===== config.mk =====
export PLATFORM = sky130hd
export DESIGN_NAME = apdr_mul
export DESIGN_NICKNAME = d
export VERILOG_FILES = /design/src/sv/averaged_pi_duty_regulator_assert.svh /design/src/sv/apdr_pkg.sv /design/src/sv/apdr_mul.sv
export SDC_FILE = /design/constraint.sdc
export NUM_CORES = 2
export LEC_CHECK = 0
export BUFFER_PORTS_ARGS = -buffer_cell sky130_fd_sc_hd__buf_2
export CAP_MARGIN = 30
export CORE_UTILIZATION = 23
export DETAILED_ROUTE_END_ITERATION = 7
export GPL_TIMING_DRIVEN = 0
export PLACE_DENSITY_LB_ADDON = 0.1
export RECOVER_POWER = 50
export SYNTH_ARGS = -nofsm -noshare
export SYNTH_HDL_FRONTEND = slang
export SYNTH_SLANG_ARGS = --single-unit

===== constraint.sdc =====
create_clock -name aclk -period 9.8 [get_ports aclk]
set_input_delay 1.47 -clock aclk [delete_from_list [all_inputs] [get_ports aclk]]
set_output_delay 1.47 -clock aclk [all_outputs]
set_load 0.01 [all_outputs]

===== src/sv/averaged_pi_duty_regulator_assert.svh =====
// Assertion macros used by the regulator RTL.
`ifndef AVERAGED_PI_DUTY_REGULATOR_ASSERT_SVH
`define AVERAGED_PI_DUTY_REGULATOR_ASSERT_SVH

// Implication in the same cycle, disabled during reset.
`define APDR_ASSERT_IMPL(label, clk, rstn, ante, cons) \
    label: assert property (@(posedge clk) disable iff (!(rstn)) (ante) |-> (cons)) \
        else $error("regulator assertion failed");

// Implication into the next cycle, disabled during reset.
`define APDR_ASSERT_NEXT(label, clk, rstn, ante, cons) \
    label: assert property (@(posedge clk) disable iff (!(rstn)) (ante) |=> (cons)) \
        else $error("regulator assertion failed");

`endif


===== src/sv/apdr_pkg.sv =====
`default_nettype none

package apdr_pkg;

    // Averaging ring.
    localparam int AVG_DEPTH  = 16;
    localparam int AVG_IDX_W  = (AVG_DEPTH > 1) ? $clog2(AVG_DEPTH) : 1;
    localparam int SAMPLE_W   = 12;
    localparam int SUM_W      = SAMPLE_W + $clog2(AVG_DEPTH);

    // Startup window.
    localparam int STARTUP_STEPS = 50;
    localparam int CNT_W         = 6;

    // Fixed point constants, Q15.16.
    localparam int ONE_Q16       = 65536;
    localparam int DUTY_MAX_Q16  = 96 * ONE_Q16;
    localparam int DUTY_SHOT_Q16 = 1 * ONE_Q16;
    localparam int DUTY_INIT_Q16 = 30 * ONE_Q16;
    localparam int ERR_INIT_Q16  = ONE_Q16;
    localparam int DUTY_OUT_W    = 23;

    // Shared multiplier.
    localparam int MUL_W  = 33;
    localparam int PROD_W = 2 * MUL_W;

    // Division of the duty share by 100 percent in Q16: round half, then a
    // reciprocal multiply by ceil(2^30 / 100) on the upper bits.
    localparam int SHARE_HALF = 50 * ONE_Q16;
    localparam int DIV_SHIFT  = 30;
    localparam int RECIP_W    = 24;
    localparam logic [RECIP_W-1:0] DIV_RECIP =
        RECIP_W'(((64'd1 << DIV_SHIFT) + 64'd99) / 64'd100);

    // Configuration port.
    localparam int CFG_ADDR_W = 5;
    localparam int CFG_DATA_W = 32;

    typedef enum logic [2:0] {
        REG_TARGET = 3'd0,
        REG_GAIN   = 3'd1,
        REG_OFFSET = 3'd2,
        REG_KP     = 3'd3,
        REG_KI     = 3'd4,
        REG_PERIOD = 3'd5
    } cfg_reg_t;

    typedef struct packed {
        logic signed [31:0] target_level;
        logic [31:0]        cal_gain;
        logic signed [31:0] cal_offset;
        logic [30:0]        prop_gain;
        logic [30:0]        integ_gain;
        logic [15:0]        pwm_period;
    } cfg_t;

endpackage

`default_nettype wire


===== src/sv/apdr_mul.sv =====
`default_nettype none

module apdr_mul (
    input  wire logic                              aclk,
    input  wire logic                              mul_en,
    input  wire logic signed [apdr_pkg::MUL_W-1:0] op_a,
    input  wire logic signed [apdr_pkg::MUL_W-1:0] op_b,
    output logic signed      [apdr_pkg::PROD_W-1:0] prod
);
    import apdr_pkg::*;

    logic signed [PROD_W-1:0] prod_reg;

    assign prod = prod_reg;

    // Signed multiply with a registered product, held while idle.
    always_ff @(posedge aclk) begin
        if (mul_en) begin
            prod_reg <= op_a * op_b;
        end
    end

endmodule

`default_nettype wire


Yosys cells after proc, flatten, opt, wreduce, memory -nomap -nowiden --
Index checks and enable logic that the tools add are counted.
Operators by class: multipliers 1
Operators with widths (number):
- 33-bit by 33-bit multiplier with 66-bit output | 1
Word-level totals: register bits after elaboration 66, output and inout port bits 66

Logic depth before layout (Yosys ltp) --
depth after elaboration 1, mapped depth 27, mapped depth without buffers 26

Worst setup path after synthesis --
Ideal clock, no wire load.
kind input to register, from input op_a[32] (netlist bit), to register prod_reg[62] (netlist: prod[62]) (data pin), arrival 8.566 ns, required time 9.531 ns, path buffers 2, setup time 0.269 ns, slack 0.965 ns, cell stages on the path 23, path through clkbuf_1 nand2_1 inv_1 fa_1 fa_1 fa_1 fa_1 fa_1 fa_1 fa_1 inv_1 fa_1 inv_1 ha_1 clkbuf_1 and3_1 nand3_1 nand2b_1 a2111oi_4 a211oi_4 a21o_2 a211oi_2 a211oi_2
On the way: word-level cells in the longest chain between the ends 1
Ends and longest elaborated chain:
- start: declaration | RTL line apdr_mul.sv:6 | input wire logic signed [apdr_pkg::MUL_W-1:0] op_a,
- 33-bit by 33-bit multiplier with 66-bit output | RTL line apdr_mul.sv:19 | prod_reg <= op_a * op_b;
- end signal: assignment | RTL line apdr_mul.sv:19
- end: declaration | RTL line apdr_mul.sv:12 | logic signed [PROD_W-1:0] prod_reg;
Every way passes these cells. A chain may end at the register's enable or synchronous reset.

Worst setup path in the final report --
from input op_a[31] (netlist bit), to register prod_reg[64] (netlist: prod[64]) (data pin)
Same word-level chain as after synthesis.

==> impl_metrics.ini <==
[grt]
overflow = 0
grt_pass1_wl_microns = 264000
grt_max_degree = 60
grt_pass1_vias = 33400
grt_usage = 0.212
antenna_found_initial = 38

[cells_and_area]
multiInputGateArea_sq_um = 34400
largest_reg_flops = 66
fin_nets = 6007
fill_cells = 19500
final_cell_mix = fa_1 (1138), inv_1 (1130), and2_1 (562)
stdcell_area_sq_um = 46900
mostFrequentLayoutCell = fa_1
layout-drive-gt1-share = 0.0753
seqCellArea_sq_um = 1980
final_cells = 6955
syn2layout_area_growth_pct = 13.4

[yosys]
synth_area_sq_um = 41400
yosysSeqAreaShare = 0.0479
async_flop_share = 0
avgSynthCellArea_sq_um = 9.54
synth-edff-count = 66
syn_nets = 5768
synthCells = 4338
yosys-top-cells-area = fa_1 (55%), inv_1 (10%), and2_1 (8.5%)
ys_ff_latch = 66
yosysTopAreaCellShare = 0.554
synth_top_flop_cell = edfxtp_1
yosysWarningCount = 0
ys_types = 80
yosys.area.top_type = fa_1

[detailed_routing]
num_vias = 30200
post_drt_wl_per_cell_microns = 27.2
antenna_left = 0
routed.top_layer = met5
wl_met1_microns = 79400
drc = 0
wl_met2_microns = 97000
wl_met3_microns = 6840
vias_per_cell = 4.35
dr.pass1.iters = 7
wirelength_microns = 189000
drtIter0Drc = 1945

[floorplan]
core_area_sq_um = 179000
die_h_microns = 426
core.rowCount = 155
start_util = 0.232
dieArea_sq_um = 182000
chipWidth_microns = 426
io_pins = 134

[clocking]
cts_tree = built
clockRootBuffer = clkbuf_16
h-tree-depth = 3
cts_buffers = 9
cts_hold_buf = 0
cts.sinks = 66
cts.path.max_buffers = 2
clkTransAtPathRegs_ns = 0.07

[setup_path]
arrival_ns = 9.77
worstSetupEndpointType = register
required_ns = 9.99
crit_type = primary input to register
startpoint_type = primary input
critPathMaxFanout = 7

[place]
port_buffers = 133
place_congestion = 0.924
dp_slack_ns = -0.960
hpwlAfterDp_microns = 169000
dp.cells = 6914
place_area_sq_um = 46400

[run]
drv_cap = 1

[sta]
hold_violations = 0
worst_slew_pin_slew_ns = 3.50
rsz0062_at_grt = no
period_share = 0.977
max-slew-margin-rel = -1.34
max_freq_ghz = 0.104
post-route-min-period_ns = 9.57
report.final.slew_viol_count = 60
setup_ws_ns = 0.229
setup_viol = 0

[outcome]
status = complete, but fails checks
violations = capacitance limit, slew limit

[min_path]
worstHoldStart = mul_en
min_path_type = primary input to register
hold_end = prod[59]
hold_depth = 1
[synth_stat cells (7+ instances only)]
cell type	instances
nand4_1	11
a211oi_1	7
ha_1	217
a31oi_1	8
xor2_1	25
nand2_1	551
and2_1	562
nor3_1	7
fa_1	1145
edfxtp_1	66
o21ai_0	25
nand3_1	25
nor2_1	68
inv_1	1131
buf_2	11
o21bai_1	11
xnor2_1	43
clkbuf_1	208
a21o_1	36
a21oi_1	57
nand2b_1	12
[per-layer routing]
layer,vias to the layer above,global-route usage
li1,12900,-
met1,16400,0.272
met2,742,0.380
met3,184,0.0178
met4,2,0.0569
met5,-,0
[critical path, stage by stage]
cell and delay [ns]:
buf_2 0.25, clkbuf_1 0.54, buf_6 0.25, nand2_1 0.10
fa_1 0.56, inv_1 0.06, fa_1 0.53, inv_1 0.07
fa_1 0.45, fa_1 0.54, inv_1 0.05, fa_1 0.68
fa_1 0.48, fa_1 0.50, inv_1 0.05, fa_1 0.49
inv_1 0.04, ha_1 0.46, nand3_1 0.27, nor2_1 0.30
nand2_1 0.18, nor3_4 0.47, o311ai_4 0.32, nand3_2 0.23
a211oi_1 0.10, a311oi_1 0.28
[timing repair]
item	CTS	global route
pin swaps	0	3
resized for setup	8	169
endpoints found under the setup margin	18	19
buffers inserted	0	9
[worst max-delay path by stage]
stage	start	endpoint	slack [ns]	depth (start not counted)
2_1_floorplan	op_a[32]	prod[62]	0.96	23
3_3_place_gp	op_b[6]	prod[64]	-1.92	24
3_5_place_dp	op_a[32]	prod[64]	-0.96	22
4_1_cts	op_a[20]	prod[58]	0.02	26
5_1_grt	op_a[21]	prod[63]	0.004	28
6_report	op_a[31]	prod[64]	0.23	26
[stage by stage]
| stage | setup TNS [ns] | utilization | hold slack [ns] |
|---|---|---|---|
| 5_1_grt | 0 | 0.262 | 1.53 |
| 6_report | 0 | 0.263 | 1.53 |
| 4_1_cts | 0 | 0.261 | 1.38 |
| 3_5_place_dp | -13.82 | 0.260 | 1.81 |
| 2_1_floorplan | 0 | - | 1.58 |
| 3_3_place_gp | -29.55 | 0.252 | 1.88 |
[cell type report]
class | count | area share
antenna | 18 | 0.000960
buffer | 216 | 0.0197
clock buffer | 9 | 0.00480
clock inverter | 7 | 0.00200
inverter | 1131 | 0.0906
multi-input combinational | 2920 | 0.733
sequential | 66 | 0.0422
tap | 2355 | 0.0628
timing repair buffer | 233 | 0.0444
[kinds of logic after synthesis]
group	after synthesis	synth area share
simple gates	1271	0.155
xor+xnor	68	0.0144
flops	66	0.0479
buf+inv	1352	0.123
fa+ha+maj	1362	0.619
compound gates	219	0.0400
Power is left out: the tool's default activity adds up to more than one toggle a clock period on the data nets, which glitch-free logic cannot reach.
