### src/sv/averaged_pi_duty_regulator_assert.svh
// Assertion macros used by the regulator RTL.
`ifndef AVERAGED_PI_DUTY_REGULATOR_ASSERT_SVH
`define AVERAGED_PI_DUTY_REGULATOR_ASSERT_SVH

// Implication in the same cycle, disabled during reset.
`define APDR_ASSERT_IMPL(label, clk, rstn, ante, cons) \
    label: assert property (@(posedge clk) disable iff (!(rstn)) (ante) |-> (cons)) \
        else $error("regulator assertion failed");

// Implication into the next cycle, disabled during reset.
`define APDR_ASSERT_NEXT(label, clk, rstn, ante, cons) \
    label: assert property (@(posedge clk) disable iff (!(rstn)) (ante) |=> (cons)) \
        else $error("regulator assertion failed");

`endif

### src/sv/apdr_pkg.sv
`default_nettype none

package apdr_pkg;

    // Averaging ring.
    localparam int AVG_DEPTH  = 16;
    localparam int AVG_IDX_W  = (AVG_DEPTH > 1) ? $clog2(AVG_DEPTH) : 1;
    localparam int SAMPLE_W   = 12;
    localparam int SUM_W      = SAMPLE_W + $clog2(AVG_DEPTH);

    // Startup window.
    localparam int STARTUP_STEPS = 50;
    localparam int CNT_W         = 6;

    // Fixed point constants, Q15.16.
    localparam int ONE_Q16       = 65536;
    localparam int DUTY_MAX_Q16  = 96 * ONE_Q16;
    localparam int DUTY_SHOT_Q16 = 1 * ONE_Q16;
    localparam int DUTY_INIT_Q16 = 30 * ONE_Q16;
    localparam int ERR_INIT_Q16  = ONE_Q16;
    localparam int DUTY_OUT_W    = 23;

    // Shared multiplier.
    localparam int MUL_W  = 33;
    localparam int PROD_W = 2 * MUL_W;

    // Division of the duty share by 100 percent in Q16: round half, then a
    // reciprocal multiply by ceil(2^30 / 100) on the upper bits.
    localparam int SHARE_HALF = 50 * ONE_Q16;
    localparam int DIV_SHIFT  = 30;
    localparam int RECIP_W    = 24;
    localparam logic [RECIP_W-1:0] DIV_RECIP =
        RECIP_W'(((64'd1 << DIV_SHIFT) + 64'd99) / 64'd100);

    // Configuration port.
    localparam int CFG_ADDR_W = 5;
    localparam int CFG_DATA_W = 32;

    typedef enum logic [2:0] {
        REG_TARGET = 3'd0,
        REG_GAIN   = 3'd1,
        REG_OFFSET = 3'd2,
        REG_KP     = 3'd3,
        REG_KI     = 3'd4,
        REG_PERIOD = 3'd5
    } cfg_reg_t;

    typedef struct packed {
        logic signed [31:0] target_level;
        logic [31:0]        cal_gain;
        logic signed [31:0] cal_offset;
        logic [30:0]        prop_gain;
        logic [30:0]        integ_gain;
        logic [15:0]        pwm_period;
    } cfg_t;

endpackage

`default_nettype wire

### src/sv/apdr_ring.sv
`default_nettype none

module apdr_ring (
    input  wire logic                          aclk,
    input  wire logic                          aresetn,
    input  wire logic                          shift_en,
    input  wire logic [apdr_pkg::SAMPLE_W-1:0] sample,
    output logic      [apdr_pkg::SUM_W-1:0]    ring_sum
);
    import apdr_pkg::*;

    logic [SAMPLE_W-1:0]  ring_reg [AVG_DEPTH];
    logic [AVG_IDX_W-1:0] idx_reg;
    logic [AVG_IDX_W-1:0] idx_next;
    logic [SUM_W-1:0]     sum_reg;
    logic [SUM_W-1:0]     sum_next;

    assign ring_sum = sum_reg;

    // The oldest sample leaves the sum as the new one enters.
    always_comb begin
        sum_next = sum_reg - SUM_W'(ring_reg[idx_reg]) + SUM_W'(sample);
        if (idx_reg == AVG_IDX_W'(AVG_DEPTH - 1)) begin
            idx_next = '0;
        end else begin
            idx_next = idx_reg + 1'b1;
        end
    end

    always_ff @(posedge aclk) begin
        if (!aresetn) begin
            for (int i = 0; i < AVG_DEPTH; i++) begin
                ring_reg[i] <= '0;
            end
            idx_reg <= '0;
            sum_reg <= '0;
        end else if (shift_en) begin
            ring_reg[idx_reg] <= sample;
            idx_reg           <= idx_next;
            sum_reg           <= sum_next;
        end
    end

endmodule

`default_nettype wire

### config.mk
export PLATFORM = sky130hd
export DESIGN_NAME = apdr_ring
export DESIGN_NICKNAME = d
export VERILOG_FILES = /design/src/sv/averaged_pi_duty_regulator_assert.svh /design/src/sv/apdr_pkg.sv /design/src/sv/apdr_ring.sv
export SDC_FILE = /design/constraint.sdc
export NUM_CORES = 1
export LEC_CHECK = 0
export BUFFER_PORTS_ARGS = -buffer_cell sky130_fd_sc_hd__buf_2
export CORE_ASPECT_RATIO = 0.5
export CORE_MARGIN = 10
export CORE_UTILIZATION = 49
export DETAILED_ROUTE_END_ITERATION = 16
export PLACE_DENSITY = 0.72
export REMOVE_ABC_BUFFERS = 1
export SYNTH_ARGS = -nofsm -noshare
export SYNTH_HDL_FRONTEND = slang
export SYNTH_SLANG_ARGS = --single-unit
### constraint.sdc
create_clock -name aclk -period 4.4 [get_ports aclk]
set_clock_uncertainty 0.2 [all_clocks]
set_input_delay 0.88 -clock aclk [delete_from_list [all_inputs] [get_ports aclk]]
set_output_delay 0.88 -clock aclk [all_outputs]
set_load 0.005 [all_outputs]
Yosys cells after proc, flatten, opt, wreduce, memory -nomap -nowiden:

Memory sizes are Yosys's and may differ from the RTL's. A register that Yosys moved wholly into a read port is not among the register bits.
Index checks and enable logic that the tools add are counted.

* register bits: 20
* memory bits (writable): 192
* input bits: 15
* output and inout port bits: 16
* logic and storage cells: 18
* memories: 1

* add/sub/neg operators: 3
* eq/ne operators: 1
* mux-type cells: 10
* reduce and logical (&&, ||, !) cells: 1

Memories
* ring_reg: depth 16, bits a word 12, rd ports 1, clocked after memory_dff 1, write ports 16, RTL line apdr_ring.sv:12 `logic [SAMPLE_W-1:0] ring_reg [AVG_DEPTH];`

Operator list (number)
* adder 16 x 12 -> 16 bit: 1
* 2-to-1 mux 4 bit: 4
* subtractor 16 x 12 -> 16 bit: 1
* 2-to-1 mux 12 bit: 1
* OR reduction 12 bit: 1
* 2-to-1 mux 1 bit: 5
* adder 4 x 1 -> 4 bit (second input constant): 1
* equality test 4 bit (second input constant): 1

Depth between registers and ports, before layout:

Gate-level depths: netlist (run 1).

* depth after elaboration: 5
* depth in mapped cells: 15
* mapped depth without buffers: 13

Least setup slack after synthesis (run 1):

OpenSTA, ideal clock, no wires.

* path kind: register to register
* start point: register with a tool-made name
* end point: register sum_reg[15], in the netlist ring_sum[15]
* setup time: 0.072 ns
* data arrival time: 3.654 ns
* slack: 0.475 ns
* cell stages (with the launch flop): 14
* buffers on the path: 2
* path through: dfxtp_1 -> buf_2 -> buf_1 -> mux4_2 -> mux4_2 -> fa_1 -> inv_1 -> ha_1 -> a211oi_1 -> nor2_1 -> a41oi_2 -> o31ai_1 -> mux2i_1 -> mux2i_1

RTL lines
* end signal, assigned: RTL line apdr_ring.sv:40 `sum_reg <= sum_next;`
* end, declared: RTL line apdr_ring.sv:15 `logic [SUM_W-1:0] sum_reg;`

==> flow_metrics.env, run 1 <==
export IMPL_cp_max_fo=11
export IMPL_drc=0
export IMPL_ctsHoldBuffers=0
export IMPL_die_area_sq_um=28400
export IMPL_yosysWarnings=0
export IMPL_antenna_found_initial=0
export IMPL_relSlewSlack_pct=26.6
export IMPL_utilization_pct=55.8
export IMPL_clockBufferDepth=3
export IMPL_worstSkewPairLatency_ns=0.51
export IMPL_worstPathRequired_ns=4.64
export IMPL_rows=38
export IMPL_hold_violations=0
export IMPL_route_final_wire_length_um=28000
export IMPL_initial_utilization_pct=49.5
export IMPL_slowest_stage="mux4_2"
export IMPL_io_buffers=30
export IMPL_worst_pin_slew_ns=1.10
export IMPL_dpl_cell_area_sq_um=11300
export IMPL_finalSetupViolCount=0
export IMPL_netlist_area_leader_share_pct=54.1
export IMPL_hold_path_class="register to register"
export IMPL_grt_pass1_vias=7068
export IMPL_max_stage_delay_ns=0.54
export IMPL_critPathTopFamily="multiplexers"
export IMPL_viasPerCell=6.24
export IMPL_ys_top_cells_by_area="edfxtp_1, mux4_2, nor3_1, dfxtp_1, nor4_1"
export IMPL_avgSynthCellArea_sq_um=13.4
export IMPL_gp_congestion=0.859
export IMPL_synth_edf_count=192
export IMPL_slew_violations=0
export IMPL_antenna_left=0
export IMPL_status="completed"
export IMPL_fin_area_sq_um=12000
export IMPL_min_period_ns=4.18
export IMPL_critPathLaunchType="register"
export IMPL_path_cells="buf_12 > buf_12 > mux4_2 > mux4_2 > fa_1 > inv_1 > ha_1 > a21oi_1 > o21a_1 > o221a_2 > o31ai_2 > mux2i_1 > mux2i_1"
export IMPL_dpl_hpwl_um=18400
export IMPL_p_per_area_nw_per_um2=478
export IMPL_synth_area_leader_cell="edfxtp_1"
export IMPL_leakage_nw=4.13
export IMPL_gr_total_overflow=0
export IMPL_cts_tree="built"
export IMPL_synth_async_reset_ratio_pct=0
export IMPL_drt_iter0_markers=988
export IMPL_num_io_pins=31
export IMPL_root_buffer="clkbuf_16"
export IMPL_vdd_ir_drop_max_v=0.000260
export IMPL_rsz0062_at_grt="no"
export IMPL_worstSetupPathType="register to register"
export IMPL_htree_num_levels=1
export IMPL_grt_pass1_wl_um=43100
export IMPL_worst_endpoint_arrival_ns=4.42
export IMPL_ys_seq_area_share_pct=58.6
export IMPL_core_area_sq_um=21500
export IMPL_firstDrtPassIters=6
export IMPL_fin_tns_setup_ns=0
export IMPL_grt_max_degree=59
export IMPL_vias=7071
export IMPL_finalPower_mw=5.74
export IMPL_cap_violations=0
export IMPL_critPathCaptureType="register"
export IMPL_path_clk_slew_ns=0.07
export IMPL_synth_cells=796
export IMPL_cts_buffers=21
export IMPL_n_antenna_cell=0
export IMPL_grt_usage_pct=19.5
export IMPL_wl_per_cell_um=24.7
export IMPL_hold_ws_ns=0.273
export IMPL_path_buf_inv=3
export IMPL_ys_ff_latch=216
export IMPL_holdCritStartpoint="ring_sum[15]"
export IMPL_fp_dieH_um=124
export IMPL_synthDistinctLibCells=51
export IMPL_area_growth_pct=12.8
export IMPL_ys_dominant_reg_cell="edfxtp_1"
export IMPL_fmax_mhz=239
export IMPL_die_w_um=229
export IMPL_clock_sinks=216
export IMPL_finalCritPeriodShare_pct=95.0
export IMPL_syn_cell_area_sq_um=10700
export IMPL_largest_reg_flops=192
export IMPL_n_fill_cell=1704
export IMPL_nets=866
export IMPL_layout_drive_gt1_share_pct=22.7
-- layer usage --
metal | GRT usage [%] | wire length (um)
met5 | 0 | 0
met4 | 4.44 | 555
met3 | 7.03 | 3690
met2 | 29.2 | 12600
met1 | 26.6 | 11100
-- cell usage after synthesis (2+ instances only) --
cell and instances:
o21ai_1 2, nor3_1 147, clkinv_1 11, inv_1 48
nand2_1 16, ha_1 20, a211oi_1 3, o2111ai_1 2
a21o_1 7, o21ai_0 22, o21a_1 7, and2_1 3
nand3_1 12, mux2i_1 8, xor2_1 2, dfxtp_1 24
nand2b_1 4, xnor2_1 5, nor2_1 8, edfxtp_1 192
buf_1 5, clkbuf_1 70, mux4_2 59, buf_2 6
nor2b_1 7, a21oi_1 10, fa_1 12, nand4_1 6
buf_8 2, nor4_1 48, o31ai_1 6, o21bai_1 3
-- report_power, final --
group | total (mW) | switching [mW] | internal [mW] | leakage, nW
Sequential | 2.43 | 0.0749 | 2.36 | 2.19
Clock | 1.78 | 0.784 | 0.994 | 0.312
Combinational | 1.53 | 0.877 | 0.652 | 1.64
-- layout make-up --
cell class                 instances  area [sq um]  share of cell area (%)
clock buffer                      24           537                    4.47
clock inverter                    14           119                   0.989
multi-input combinational        437          3880                    32.3
tap                              300           375                    3.12
timing repair buffer              84           631                    5.25
inverter                          59           221                    1.84
sequential                       216          6250                    52.0
-- logic make-up after synthesis --
kind of cell	count (synthesis)	synth area share, %
xor gates and xnor gates	7	0.575
adders and majority gates	32	4.60
AOI/OAI and AO/OA	74	4.72
muxes	68	13.5
buffers and inverters	143	5.39
and+or+nand+nor	256	12.6
DFF	216	58.6
-- final timing paths --
path / slack [ns] / to / cells past startpoint
max: 0.22 / ring_sum[15] / 13
min: 0.27 / ring_sum[15] / 2
max reg2reg: 0.22 / ring_sum[15] / 13
min reg2reg: 0.27 / ring_sum[15] / 2
-- worst register-to-register path: stages, from the launching register on --
cell,delay (ns)
dfxtp_4,0.44
buf_12,0.14
buf_12,0.15
mux4_2,0.54
mux4_2,0.54
fa_1,0.50
inv_1,0.04
ha_1,0.42
a21oi_1,0.15
o21a_1,0.22
o221a_2,0.23
o31ai_2,0.08
mux2i_1,0.28
mux2i_1,0.19
-- layout by cell type, fill, tap and decap left out, types with 10 or more instances in the layout --
cell type,synthesis,routed
a21oi_1,10,10
ha_1,20,20
nor3_1,147,147
o21ai_0,22,10
buf_2,6,30
edfxtp_1,192,192
nand2_1,16,16
clkbuf_16,0,21
mux4_2,59,59
clkinv_1,11,19
fa_1,12,12
dfxtp_1,24,20
inv_1,48,48
nor4_1,48,48
o21ai_1,2,14
buf_4,0,48
-- through the flow --
step | worst slack [ns] | cells
global route | 0.0575 | 1134
floorplan | -1.04 | 712
global placement | 0.235 | 1092
finish | 0.219 | 1134
detailed placement | 0.132 | 1092
CTS | 0.0964 | 1130
-- timing repair --
action,in CTS,in global routing
setup endpoints to repair,0,4
resized for setup,0,2
buffers inserted,0,4
No activity file was read; power rests on OpenSTA's default activity.
==> run 2: changes to the inputs <==
--- a/config.mk
+++ b/config.mk
@@ -8,9 +8,9 @@
 export BUFFER_PORTS_ARGS = -buffer_cell sky130_fd_sc_hd__buf_2
 export CORE_ASPECT_RATIO = 0.5
 export CORE_MARGIN = 10
-export CORE_UTILIZATION = 49
+export CORE_UTILIZATION = 56
 export DETAILED_ROUTE_END_ITERATION = 16
-export PLACE_DENSITY = 0.72
+export PLACE_DENSITY = 0.83
 export REMOVE_ABC_BUFFERS = 1
 export SYNTH_ARGS = -nofsm -noshare
 export SYNTH_HDL_FRONTEND = slang
==> constraint.sdc (replaced) <==
create_clock -name aclk -period 3.45 [get_ports aclk]
set_clock_uncertainty 0.2 [all_clocks]
set_input_delay 0.69 -clock aclk [delete_from_list [all_inputs] [get_ports aclk]]
set_output_delay 0.69 -clock aclk [all_outputs]
set_load 0.005 [all_outputs]
==> flow_metrics.env, run 2 (synthesis gave the netlist of run 1 again) <==
export IMPL_status="finished with violations"
export IMPL_violations="negative setup slack"
export IMPL_r2r_slack_ns=-0.61
export IMPL_n_fill_cell=1142
export IMPL_hold_violations=0
export IMPL_hold_path_class="register to register"
export IMPL_area_growth_pct=19.4
export IMPL_firstDrtPassIters=7
export IMPL_utilization_pct=68.7
export IMPL_nets=917
export IMPL_path_clk_slew_ns=0.07
export IMPL_min_period_ns=4.06
export IMPL_final_cells=1144
export IMPL_rsz0062_at_grt="yes"
export IMPL_dp_slack_ns=-0.571
export IMPL_gr_total_overflow=0
export IMPL_crit_path_end="ring_sum[12]"
export IMPL_multi_input_area_sq_um=4160
export IMPL_slew_violations=0
export IMPL_finalPower_mw=8.42
export IMPL_hold_ws_ns=0.272
export IMPL_p_int_mw=5.80
export IMPL_netSwitchingFraction_pct=31.0
export IMPL_critPathLaunchType="register"
export IMPL_worst_endpoint_arrival_ns=4.31
export IMPL_cts_buffers=20
export IMPL_antenna_left=0
export IMPL_cts_tree="built"
export IMPL_clockBufferDepth=3
export IMPL_p_seq_share_pct=37.0
export IMPL_gp_congestion=0.884
export IMPL_wl_per_cell_um=28.1
export IMPL_vdd_ir_drop_max_v=0.000390
export IMPL_grt_pass1_wl_um=47400
export IMPL_reg2regPathDepth=13
export IMPL_ctsHoldBuffers=0
export IMPL_worstSetupPathType="register to register"
export IMPL_drt_iter0_markers=1364
export IMPL_largest_reg_flops=192
export IMPL_worst_r2r_endpoint="ring_sum[12]"
export IMPL_io_buffers=30
export IMPL_relSlewSlack_pct=46.4
export IMPL_core_area_sq_um=18500
export IMPL_path_buf_inv=3
export IMPL_p_per_area_nw_per_um2=661
export IMPL_clock_sinks=216
export IMPL_root_buffer="clkbuf_16"
export IMPL_register_area_sq_um=6250
export IMPL_antenna_found_initial=3
export IMPL_grt_usage_pct=24.1
export IMPL_finalCritPeriodShare_pct=118
export IMPL_die_area_sq_um=25300
export IMPL_max_stage_delay_ns=0.54
export IMPL_setup_ws_ns=-0.612
export IMPL_cp_depth=13
export IMPL_slowest_stage="mux4_2"
export IMPL_critPathTopFamily="multiplexers"
export IMPL_die_w_um=215
export IMPL_grt_max_degree=52
export IMPL_drc=0
export IMPL_cap_violations=0
export IMPL_num_io_pins=31
export IMPL_layout_common_cells="edfxtp_1, nor3_1, buf_4"
export IMPL_switchingPower_mw=2.61
export IMPL_initial_utilization_pct=57.5
export IMPL_worstPathRequired_ns=3.70
export IMPL_clock_power_share_pct=27.6
export IMPL_cp_max_fo=8
export IMPL_leakage_nw=4.45
export IMPL_route_final_wire_length_um=32200
export IMPL_critPathCaptureType="register"
export IMPL_fmax_mhz=246
export IMPL_critPathMostFrequentCell="mux4_2"
export IMPL_dpl_hpwl_um=18500
export IMPL_finalSetupViolCount=14
export IMPL_rows=35
export IMPL_grt_pass1_vias=7696
export IMPL_worstSkewPairLatency_ns=0.51
export IMPL_combinationalPowerShare_pct=35.4
export IMPL_worst_pin_slew_ns=0.802
export IMPL_htree_num_levels=1
export IMPL_final_common_cell="edfxtp_1"
export IMPL_fp_dieH_um=118
export IMPL_vias=7971
export IMPL_dp_cells=1096
export IMPL_layout_drive_gt1_share_pct=32.5
export IMPL_path_cells="buf_12 > mux4_2 > mux4_2 > fa_1 > inv_2 > ha_4 > nor2b_4 > o31a_1 > buf_4 > o21bai_1 > a21boi_2 > or3_1 > nand3_1"
export IMPL_viasPerCell=6.97
## run 2: cell count changes in the layout (fill, tap and decap cells not counted), moves of 5 or more
cell	previous run	this run
o21ai_0	10	4
buf_6	0	6
a21oi_1	10	5
ha_1	20	8
buf_4	48	91
inv_1	48	43
ha_4	0	11
inv_2	0	5
## run 2: timing repair
action / in CTS / in global routing
setup buffers: 3 / 7
gates cloned: 2 / 0
endpoints found under the setup margin: 13 / 13
gates resized for setup: 37 / 30
pin swaps: 4 / 12
endpoints found under the hold margin: 0 / 0
## run 2: layout make-up
| type | count | share of cell area, % |
|---|---|---|
| Antenna cell | 2 | 0.0393 |
| Clock buffer | 24 | 4.21 |
| Clock inverter | 11 | 1.10 |
| Inverter | 59 | 1.74 |
| Multi-Input combinational cell | 437 | 32.7 |
| Sequential cell | 216 | 49.1 |
| Tap cell | 259 | 2.55 |
| Timing Repair Buffer | 136 | 8.56 |
## run 2: worst min path at each step
stage                      start            to  slack, ns  cells past startpoint
floorplan           ring_sum[15]  ring_sum[15]       0.26                      2
global route         ring_sum[9]   ring_sum[9]       0.30                      2
finish               ring_sum[9]   ring_sum[9]       0.27                      2
CTS                  ring_sum[9]   ring_sum[9]       0.28                      2
detailed placement  ring_sum[15]  ring_sum[15]       0.29                      2
global placement    ring_sum[15]  ring_sum[15]       0.25                      2
## run 2: power by group through the flow
stage / clock network, mW / registers, mW / logic (mW)
floorplan: 0 / 3.17 / 1.33
global placement: 0 / 3.14 / 2.21
detailed placement: 0 / 3.16 / 2.27
CTS: 2.30 / 3.11 / 2.55
global route: 2.40 / 3.13 / 3.17
finish: 2.32 / 3.12 / 2.98
## run 2: worst min-delay path: cells and delay by family (launching register included)
family	cells	cell delay (ns)
AND/OR/NAND/NOR	1	0.05
AO/OA/AOI/OAI	1	0.05
flip-flops	1	0.33
## run 2: metal layers
layer,up-vias,global-route usage [%],share of wire [%]
met5,-,0.588,0
met4,0,7.65,4.6
met3,167,9.85,17
met2,752,37.4,44
met1,3830,30.2,34
li1,3222,-,-
## run 2: through the flow
step                      cell area (sq um)  setup TNS (ns)
after floorplan                       10300         -115.05
after global placement                11600           -4.69
after detailed placement              11600           -5.40
after CTS                             12500           -4.82
after global routing                  12700           -7.27
final                                 12700           -6.02
==> run 3: changes to the inputs <==
--- a/config.mk
+++ b/config.mk
@@ -6,11 +6,13 @@
 export NUM_CORES = 1
 export LEC_CHECK = 0
 export BUFFER_PORTS_ARGS = -buffer_cell sky130_fd_sc_hd__buf_2
+export CELL_PAD_IN_SITES_DETAIL_PLACEMENT = 0
+export CELL_PAD_IN_SITES_GLOBAL_PLACEMENT = 2
 export CORE_ASPECT_RATIO = 0.5
 export CORE_MARGIN = 10
-export CORE_UTILIZATION = 56
+export CORE_UTILIZATION = 41
 export DETAILED_ROUTE_END_ITERATION = 16
-export PLACE_DENSITY = 0.83
+export PLACE_DENSITY = 0.84
 export REMOVE_ABC_BUFFERS = 1
 export SYNTH_ARGS = -nofsm -noshare
 export SYNTH_HDL_FRONTEND = slang
==> flow_metrics.env, run 3 (synthesis gave the netlist of run 1 again) <==
export IMPL_n_antenna_cell=0
export IMPL_area_growth_pct=23.2
export IMPL_root_buffer="clkbuf_16"
export IMPL_layout_drive_gt1_share_pct=35.3
export IMPL_wl_per_cell_um=24.0
export IMPL_worstSetupPathType="register to register"
export IMPL_leakage_nw=4.57
export IMPL_r2r_slack_ns=-0.54
export IMPL_final_cells=1245
export IMPL_worst_r2r_endpoint="ring_sum[15]"
export IMPL_vdd_ir_drop_max_v=0.000376
export IMPL_n_fill_cell=2134
export IMPL_nets=936
export IMPL_rsz0062_at_grt="yes"
export IMPL_crit_path_end="ring_sum[15]"
export IMPL_multi_input_area_sq_um=4260
export IMPL_grt_usage_pct=18.0
export IMPL_cp_depth=14
export IMPL_io_buffers=30
export IMPL_grt_pass1_vias=7353
export IMPL_fin_area_sq_um=13100
export IMPL_dpl_hpwl_um=19700
export IMPL_slew_violations=0
export IMPL_path_cells="buf_8 > buf_12 > buf_16 > mux4_2 > mux4_2 > fa_1 > inv_2 > ha_4 > nand2_2 > o21a_1 > o221a_2 > o31ai_4 > mux2i_1 > mux2i_1"
export IMPL_dp_cells=1192
export IMPL_slowest_stage="mux4_2"
export IMPL_vias=7367
export IMPL_die_w_um=248
export IMPL_finalPower_mw=8.46
export IMPL_cts_tree="built"
export IMPL_grt_pass1_wl_um=45700
export IMPL_cp_max_fo=6
export IMPL_num_io_pins=31
export IMPL_antenna_found_initial=0
export IMPL_register_area_sq_um=6250
export IMPL_critPathCaptureType="register"
export IMPL_drt_iter0_markers=926
export IMPL_path_buf_inv=4
export IMPL_worstSkewPairLatency_ns=0.51
export IMPL_largest_reg_flops=192
export IMPL_hold_violations=0
export IMPL_route_final_wire_length_um=29900
export IMPL_gp_congestion=0.820
export IMPL_utilization_pct=51.7
export IMPL_relSlewSlack_pct=61.5
export IMPL_grt_max_degree=49
export IMPL_clock_sinks=216
export IMPL_layout_common_cells="edfxtp_1, nor3_1, buf_4"
export IMPL_drc=0
export IMPL_viasPerCell=5.92
export IMPL_antenna_left=0
export IMPL_ctsHoldBuffers=0
export IMPL_core_area_sq_um=25400
export IMPL_p_per_area_nw_per_um2=644
export IMPL_fmax_mhz=250
export IMPL_dp_slack_ns=-0.656
export IMPL_cap_violations=0
export IMPL_initial_utilization_pct=42.0
export IMPL_status="finished with violations"
export IMPL_dpl_cell_area_sq_um=11800
export IMPL_clockBufferDepth=3
export IMPL_worst_endpoint_arrival_ns=4.23
export IMPL_firstDrtPassIters=5
export IMPL_htree_num_levels=1
export IMPL_reg2regPathDepth=14
export IMPL_hold_path_class="register to register"
export IMPL_fp_dieH_um=134
export IMPL_die_area_sq_um=33200
export IMPL_worst_pin_slew_ns=0.578
export IMPL_gr_total_overflow=0
export IMPL_critPathTopFamily="multiplexers"
export IMPL_path_clk_slew_ns=0.07
export IMPL_rows=41
export IMPL_holdCritStartpoint="ring_sum[9]"
export IMPL_final_common_cell="edfxtp_1"
export IMPL_finalSetupViolCount=14
export IMPL_worstPathRequired_ns=3.68
export IMPL_cts_buffers=21
export IMPL_finalCritPeriodShare_pct=116
export IMPL_max_stage_delay_ns=0.55
export IMPL_min_period_ns=3.99
export IMPL_violations="negative setup slack"
export IMPL_setup_ws_ns=-0.543
export IMPL_critPathLaunchType="register"
==> run 3: worst min-delay path: cells and delay by family (launching register included) <==
| family | cells | cell delay [ns] |
|---|---|---|
| flip-flops | 1 | 0.33 |
| AO/OA/AOI/OAI | 1 | 0.05 |
| AND/OR/NAND/NOR | 1 | 0.05 |
==> run 3: where the power goes <==
group,switching (mW),internal [mW]
sequential,0.0945,3.01
combinational,1.55,1.63
clock,0.982,1.19
total,2.62,5.84
==> run 3: routing by layer <==
| metal | track usage [%] | part of all wire [%] | vias to the layer above |
|---|---|---|---|
| li1 | - | - | 3260 |
| met1 | 25.6 | 42 | 3693 |
| met2 | 27.1 | 45 | 391 |
| met3 | 5.41 | 12 | 23 |
| met4 | 2.53 | 1.0 | 0 |
| met5 | 0 | 0 | - |
==> run 3: stage by stage <==
stage / hold slack, ns / TNS (ns)
after floorplan: 0.259 / -115.05
after global placement: 0.261 / -5.83
after detailed placement: 0.260 / -6.30
after CTS: 0.271 / -4.64
after global routing: 0.303 / -6.59
final: 0.267 / -4.95
==> run 3: worst min path at each step <==
| stage | to | slack (ns) | cells past startpoint |
|---|---|---|---|
| CTS | ring_sum[15] | 0.27 | 2 |
| finish | ring_sum[9] | 0.27 | 2 |
| global placement | ring_sum[15] | 0.26 | 2 |
| floorplan | ring_sum[15] | 0.26 | 2 |
| detailed placement | ring_sum[15] | 0.26 | 2 |
| global route | ring_sum[11] | 0.30 | 2 |
==> run 3: final cells by class <==
cell class              instances  area share (%)
flip-flops and latches        216            47.6
multi-input cells             437            32.4
repair buffers                154            10.2
clock buffers                  25            4.12
well taps                     344            3.28
inverters                      59            1.69
clock inverters                10           0.639
==> run 3: timing repair <==
action                     4_1_cts  5_1_grt
gates resized for setup         66       30
buffers inserted                 8        8
pin swaps                       27       30
setup endpoints to repair       13       13
cloned                           3        1
